## src/mit_command_frame_packer_unit_assert.svh

```systemverilog
// ----------------------------------------------------------------------------
// mit command frame packer assertion macros
// shared concurrent assertion forms, clocked on clk and held off in reset
// ----------------------------------------------------------------------------
`ifndef MIT_COMMAND_FRAME_PACKER_UNIT_ASSERT_SVH
`define MIT_COMMAND_FRAME_PACKER_UNIT_ASSERT_SVH

// same-cycle implication
`define MCFP_ASSERT_IMPLIES(label, ante, cons, msg) \
    label: assert property (@(posedge clk) disable iff (!rst_n) (ante) |-> (cons)) \
        else $error(msg);

// next-cycle implication
`define MCFP_ASSERT_NEXT(label, ante, cons, msg) \
    label: assert property (@(posedge clk) disable iff (!rst_n) (ante) |=> (cons)) \
        else $error(msg);

`endif

```

## src/mcfp_pkg.sv

```systemverilog
// ----------------------------------------------------------------------------
// mcfp_pkg
// types and constants shared by the command frame packer and its divider
// ----------------------------------------------------------------------------
`default_nettype none

package mcfp_pkg;

    // operation codes
    localparam logic [1:0] OP_MIT     = 2'd0;
    localparam logic [1:0] OP_ENABLE  = 2'd1;
    localparam logic [1:0] OP_DISABLE = 2'd2;

    // configuration register indexes
    localparam int CFG_IDX_W  = 3;
    localparam int CFG_DATA_W = 31;
    localparam logic [CFG_IDX_W-1:0] REG_POSITION_LIMIT   = 3'd0;
    localparam logic [CFG_IDX_W-1:0] REG_VELOCITY_LIMIT   = 3'd1;
    localparam logic [CFG_IDX_W-1:0] REG_TORQUE_LIMIT     = 3'd2;
    localparam logic [CFG_IDX_W-1:0] REG_MOTOR_IDENTIFIER = 3'd3;
    localparam logic [CFG_IDX_W-1:0] REG_MIT_OFFSET       = 3'd4;
    localparam logic [CFG_IDX_W-1:0] REG_SET_OFFSET       = 3'd5;

    // field widths
    localparam int LIMIT_W   = 31;
    localparam int IDENT_W   = 11;
    localparam int VALUE_W   = 32;
    localparam int PAYLOAD_W = 64;
    localparam int LENGTH_W  = 4;

    // divider geometry: quotient bits, divisor and numerator widths
    localparam int QUO_W = 16;
    localparam int DEN_W = 32;
    localparam int NUM_W = DEN_W + QUO_W;

    // code widths
    localparam int POS_BITS  = 16;
    localparam int CODE_BITS = 12;

    // gain ranges, Q15.16 (500.0 and 5.0)
    localparam int GAIN_W = 25;
    localparam logic [GAIN_W-1:0] KP_TOP = 25'd32768000;
    localparam logic [GAIN_W-1:0] KD_TOP = 25'd327680;

    // gain codes by reciprocal multiply: shift out the power-of-two part of
    // the range (500.0 = 125 * 2^18, 5.0 = 5 * 2^16), then multiply by the
    // rounded-up reciprocal of the odd part and shift
    localparam int KP_PRE_SHIFT  = 18;
    localparam int KP_SCALED_W   = 19;
    localparam int KP_RECIP_W    = 20;
    localparam int KP_PROD_W     = KP_SCALED_W + KP_RECIP_W;
    localparam int KP_POST_SHIFT = 26;
    localparam logic [KP_RECIP_W-1:0] KP_RECIP = 20'd536871;
    localparam int KD_PRE_SHIFT  = 16;
    localparam int KD_SCALED_W   = 15;
    localparam int KD_RECIP_W    = 16;
    localparam int KD_PROD_W     = KD_SCALED_W + KD_RECIP_W;
    localparam int KD_POST_SHIFT = 18;
    localparam logic [KD_RECIP_W-1:0] KD_RECIP = 16'd52429;

    // fixed frames
    localparam logic [PAYLOAD_W-1:0] PAYLOAD_ENABLE  = 64'hFFFF_FFFF_FFFF_FFFC;
    localparam logic [PAYLOAD_W-1:0] PAYLOAD_DISABLE = 64'hFFFF_FFFF_FFFF_FFFD;
    localparam logic [LENGTH_W-1:0]  FRAME_LENGTH    = 4'd8;

    // per-item control carried down the pipeline
    typedef struct packed {
        logic               is_mit;
        logic               is_disable;
        logic [IDENT_W-1:0] ident;
    } frame_meta_t;

    // gain codes carried alongside the dividers
    typedef struct packed {
        logic [CODE_BITS-1:0] kp;
        logic [CODE_BITS-1:0] kd;
    } gain_codes_t;

endpackage

`default_nettype wire

```

## src/mcfp_div_pipe.sv

```systemverilog
// ----------------------------------------------------------------------------
// mcfp_div_pipe
// pipelined restoring divider, one quotient bit per stage, msb first
// ----------------------------------------------------------------------------
`default_nettype none

module mcfp_div_pipe (
    input  wire logic                       clk,
    input  wire logic                       advance,
    input  wire logic [mcfp_pkg::NUM_W-1:0] numerator,
    input  wire logic [mcfp_pkg::DEN_W-1:0] divisor,
    output logic      [mcfp_pkg::QUO_W-1:0] quotient
);
    import mcfp_pkg::*;

    logic [NUM_W-1:0] rem_reg [QUO_W];
    logic [DEN_W-1:0] den_reg [QUO_W];
    logic [QUO_W-1:0] quo_reg [QUO_W];

    genvar k;
    generate
        for (k = 0; k < QUO_W; k++) begin : g_stage
            localparam int Bit = QUO_W - 1 - k;

            logic [NUM_W-1:0] rem_in;
            logic [DEN_W-1:0] den_in;
            logic [QUO_W-1:0] quo_in;
            logic [NUM_W-1:0] shifted;
            logic [NUM_W-1:0] rem_next;
            logic [QUO_W-1:0] quo_next;

            // stage input select
            if (k == 0) begin : g_first
                assign rem_in = numerator;
                assign den_in = divisor;
                assign quo_in = '0;
            end
            else begin : g_rest
                assign rem_in = rem_reg[k-1];
                assign den_in = den_reg[k-1];
                assign quo_in = quo_reg[k-1];
            end

            // trial subtract of the shifted divisor
            always_comb
            begin
                shifted  = NUM_W'(den_in) << Bit;
                rem_next = rem_in;
                quo_next = quo_in;
                if (rem_in >= shifted)
                begin
                    rem_next      = rem_in - shifted;
                    quo_next[Bit] = 1'b1;
                end
            end

            always_ff @(posedge clk)
            begin
                if (advance)
                begin
                    rem_reg[k] <= rem_next;
                    den_reg[k] <= den_in;
                    quo_reg[k] <= quo_next;
                end
            end
        end
    endgenerate

    assign quotient = quo_reg[QUO_W-1];

endmodule

`default_nettype wire
```

## config.mk

```make
export PLATFORM = sky130hd
export DESIGN_NAME = mcfp_div_pipe
export DESIGN_NICKNAME = d
export VERILOG_FILES = /design/src/mit_command_frame_packer_unit_assert.svh /design/src/mcfp_pkg.sv /design/src/mcfp_div_pipe.sv
export SDC_FILE = /design/constraint.sdc
export NUM_CORES = 2
export LEC_CHECK = 0
export BUFFER_PORTS_ARGS = -buffer_cell sky130_fd_sc_hd__buf_2
export CAP_MARGIN = 10
export CORE_MARGIN = 1
export CORE_UTILIZATION = 50
export DETAILED_ROUTE_END_ITERATION = 16
export PLACE_DENSITY = 0.73
export SLEW_MARGIN = 30
export SYNTH_ARGS = -nofsm -noshare
export SYNTH_HDL_FRONTEND = slang
export SYNTH_SLANG_ARGS = --single-unit
```

## constraint.sdc

```tcl
create_clock -name clk -period 5.4 [get_ports clk]
set_clock_uncertainty 0.1 [all_clocks]
set_input_delay 0.54 -clock clk [delete_from_list [all_inputs] [get_ports clk]]
set_output_delay 0.54 -clock clk [all_outputs]
set_load 0.05 [all_outputs]
```

Word level (Yosys, flattened, before mapping)
Memory sizes are Yosys's and may differ from the RTL's.
Index checks and enable logic that the tools add are counted.
Word-level totals
  memories: 3
  register bits: 0
  input port bits: 82
  memory bits (writable): 1536
  word-level logic and storage cells: 69
Operators by class
  mux-type cells: 34
  add/sub/neg operators: 16
  order comparisons: 16
Memories
  rem_reg: depth 16, bits a word 48, read ports 15, clocked after Yosys merged registers in 0, write ports 16, RTL line mcfp_div_pipe.sv:16  | logic [NUM_W-1:0] rem_reg [QUO_W];
  den_reg: depth 16, bits a word 32, read ports 15, clocked after Yosys merged registers in 0, write ports 16, RTL line mcfp_div_pipe.sv:17  | logic [DEN_W-1:0] den_reg [QUO_W];
  quo_reg: depth 16, bits a word 16, read ports 16, clocked after Yosys merged registers in 0, write ports 16, RTL line mcfp_div_pipe.sv:18  | logic [QUO_W-1:0] quo_reg [QUO_W];
Operator list (count)
  two-way mux 48 bit: 16
  >= comparator 48 x 32 -> 1 bit: 1
  >= comparator 48 x 33 -> 1 bit: 1
  >= comparator 48 x 34 -> 1 bit: 1
  >= comparator 48 x 35 -> 1 bit: 1
  >= comparator 48 x 36 -> 1 bit: 1
  >= comparator 48 x 37 -> 1 bit: 1
  >= comparator 48 x 38 -> 1 bit: 1
  >= comparator 48 x 39 -> 1 bit: 1
  >= comparator 48 x 40 -> 1 bit: 1
  >= comparator 48 x 41 -> 1 bit: 1
  >= comparator 48 x 42 -> 1 bit: 1
  >= comparator 48 x 43 -> 1 bit: 1
  >= comparator 48 x 44 -> 1 bit: 1
  >= comparator 48 x 45 -> 1 bit: 1
  >= comparator 48 x 46 -> 1 bit: 1
  >= comparator 48 x 47 -> 1 bit: 1
  subtractor 48 x 32 -> 48 bit: 1
  subtractor 48 x 33 -> 48 bit: 1
  subtractor 48 x 34 -> 48 bit: 1
  subtractor 48 x 35 -> 48 bit: 1
  subtractor 48 x 36 -> 48 bit: 1
  subtractor 48 x 37 -> 48 bit: 1
  subtractor 48 x 38 -> 48 bit: 1
  10 further kinds: 27

Depth between registers and ports, before layout
An unclocked memory read counts as a cell.
  depth after elaboration: 3
  mapped depth: 17

Least setup slack after synthesis
OpenSTA, ideal clock, no wires.
  kind: input -> register
  start: input port divisor[2] (netlist bit)
  end: memory rem_reg[0][22] (netlist bit) (data pin)
  arrival time: 3.432 ns
  cell stages on the path: 13
  path buffers: 1
  setup slack: 1.608 ns
  required time: 5.040 ns
  cell sequence: inv_1 -> ha_1 -> and4_1 -> a21oi_1 -> o21ai_0 -> a221o_1 -> a221o_1 -> a21boi_0 -> o31ai_1 -> nand4_1 -> nand3_1 -> buf_2 -> mux2_2
RTL lines
  from (decl): RTL line mcfp_div_pipe.sv:11  | input wire logic [mcfp_pkg::DEN_W-1:0] divisor,
  to (decl): RTL line mcfp_div_pipe.sv:16

==> run summary <==
Status = finished clean
H-tree lvl count = 4
Setup WS pre-CTS = 0.722 ns
Distinct cell type count after synthesis = 81
Post-layout minimum cycle time = 4.83 ns
Worst-path cell chain = inv_1 > ha_1 > inv_1 > fa_1 > a21o_1 > a221oi_1 > o21ai_0 > o41ai_1 > buf_4 > o21ai_0 > o21a_1 > o21ai_0 > nor2_1 > o21ai_0 > o211ai_1 > xnor2_1
First-pass GRT wire length = 250 mm
Synth warnings = 0
Synth Flop Type = edfxtp_1
Final Setup Violations = 0
Final worst path period share = 89.5%
Critical Path Max Stage Delay = 0.52 ns
Via/cell ratio = 5.56
DRT Wirelength = 155 mm
Largest net degree at the start of global routing = 147
Ys async rst share = 0%
Gr ovfl total = 0
Port bufs = 97
WP buf/inv = 3
Most area-hungry cell type in the Yosys netlist = edfxtp_1
Starting Density = 50.7%
Area grow syn2layout = 11.3%
Hold Crit Depth = 3
Number of flip-flops in the largest register = 720
Reg clk slew, reported paths = 0.06 ns
Final Hold Violating Endpoints = 0
Die span in y = 390 um
Postcts setup bufs = 0
Max-cap check violation count = 0
Arr. time, crit path = 5.23 ns
Final core occ = 56.4%
Global Route met1 Usage = 20.0%
Most used routing layer = met2
Vias in the first global route = 52189
Fmax = 207 MHz
Flop pwr share = 37.4%
Top cell type's share of synthesized area = 53.4%
Crit path required time = 5.80 ns
Avg WL per Cell = 16.8 um
Post-synth EDFFs = 1336
Post-cts resize count = 0
Rel. slew slack = 31.4%
Initial antenna violation count = 1
I/O pin total = 98
Die Span X = 390 um
Fin Hold WS = 0.0532 ns
NetSw = 15700 uW
Peak supply drop = 0.000293 V
CTS Root Buffer Type = clkbuf_16
Worst Tran Pin Value = 1.02 ns
Share of layout cells above drive strength 1 = 7.24%
Synth Cell Area = 75200 um2
Crit Path Class = register to register
Final ANT Viol Nets = 0
Worst Hold Class = input pin to register
GR Util met3 = 2.76%
PnR worst setup slack = 0.567 ns
Core area = 148000 um2
CP max FO = 3
Clock Latency Late Sink = 0.76 ns
Core Rows = 141
Syn_area_per_cell = 10.9 um2
Clock Sinks = 1336
CP endpoint kind = register
Post-DP HPWL = 117 mm
PwrDens = 526 nW/um2
Post-CTS Hold Fix Bufs = 75
Iteration-0 DRC Markers = 2600
RSZ-0062 raised after global routing = false
Switch share = 35.7%
Largest cells by area after synthesis = edfxtp_1 (53%), ha_1 (8.5%), a21oi_1 (4.2%), xnor2_1 (3.5%), inv_1 (3.3%)
Critical path's top delay family = compound AO/OA/AOI/OAI gates
Clock share of power = 21.5%
Int Power = 28300 uW
Global Route Usage Sum = 20.2%
Startpoint Class = register
Leak = 0.0335 uW
Vias post-DR = 51179
Clock Path Buffers = 3
Synthesized flop and latch total = 1336
Slew Limit Fails = 0
DRT Pass-1 Iters = 6
TritonCTS clock tree = done
Met2 Usage GRT = 39.3%
Post-layout net count = 7701
DRC Markers = 0
Top cell by count, worst path = o21ai_0
Commonest cells post-synth = edfxtp_1 (1336), inv_1 (655), a21oi_1 (635)
Post-synthesis sequential area ratio = 53.4%
Instance count on the critical path = 16
Combinational power share = 41.1%
Slowest-stage cell, CP = o21ai_0
Mapped Nets = 7479
R2R depth = 16
Most numerous cell in the Yosys netlist = edfxtp_1
Die Area = 152000 um2
Cts bufs inserted = 148
Gpl congestion = 0.933
TNS Setup = 0 ns
Mapped Cells = 6870
cells in the final DEF, fill, tap and decap left out, types with 152 or more instances in the layout:
master,synthesis,layout
a21o_1,271,271
a21oi_1,635,632
clkbuf_16,0,152
edfxtp_1,1336,1336
ha_1,512,512
inv_1,655,654
nand2_1,547,547
nor2_1,455,453
o21ai_0,461,460
xnor2_1,299,299
xor2_1,230,230
kinds of logic after synthesis:
kind of cell               count (synthesis)  synth area share [%]
AOI/OAI and AO/OA                       1838                  14.9
xor gates and xnor gates                 529                  6.17
adders and majority gates                527                  8.92
buffers and inverters                    813                  4.09
DFF                                     1336                  53.4
muxes                                    103                  1.54
and+or+nand+nor                         1724                  11.0
stage by stage:
step	cells	area, um2	power, uW
after floorplan	6870	75200	29900
after global placement	8869	78300	34000
after detailed placement	8869	78300	34400
after CTS	9208	83600	44100
after global routing	9209	83600	46900
final	9209	83600	44000
routing by layer:
layer / share of wire [%] / up-vias / routed length (um)
met2: 53 / 1222 / 81900
met3: 3.3 / 516 / 5140
li1: - / 25597 / -
met5: 0 / - / 0
met4: 6.1 / 0 / 9430
met1: 38 / 23844 / 58300
path summary, 6_finish.rpt:
check        slack, ns         endpoint       startpoint
max               0.57  rem_reg[1][331]  rem_reg[1][241]
min               0.05   rem_reg[0][45]    numerator[45]
max reg2reg       0.57  rem_reg[1][331]  rem_reg[1][241]
min reg2reg       0.31  quo_reg[1][127]  quo_reg[1][111]
layout make-up:
type | instances | area, um2
Clock buffer | 177 | 3900
Tap cell | 2002 | 2500
Timing Repair Buffer | 228 | 1830
Multi-Input combinational cell | 4721 | 32100
Fill cell | 12191 | 64700
Sequential cell | 1336 | 40100
Antenna cell | 1 | 2.50
Inverter | 657 | 2470
Clock inverter | 87 | 698
worst min-delay path: cells and delay by family:
family / cells / cell delay (ns)
AOI/OAI and AO/OA: 1 / 0.11
buffers and inverters: 1 / 0.09
and+or+nand+nor: 1 / 0.04
power by group through the flow:
| stage | Combinational [uW] | Clock (uW) | Sequential (uW) |
|---|---|---|---|
| finish | 18100 | 9470 | 16500 |
| global route | 20100 | 10100 | 16700 |
| CTS | 17900 | 9730 | 16400 |
| detailed placement | 17800 | 0 | 16600 |
| global placement | 17400 | 0 | 16600 |
| floorplan | 13900 | 0 | 16100 |
Power figures use the tool's default switching activity.
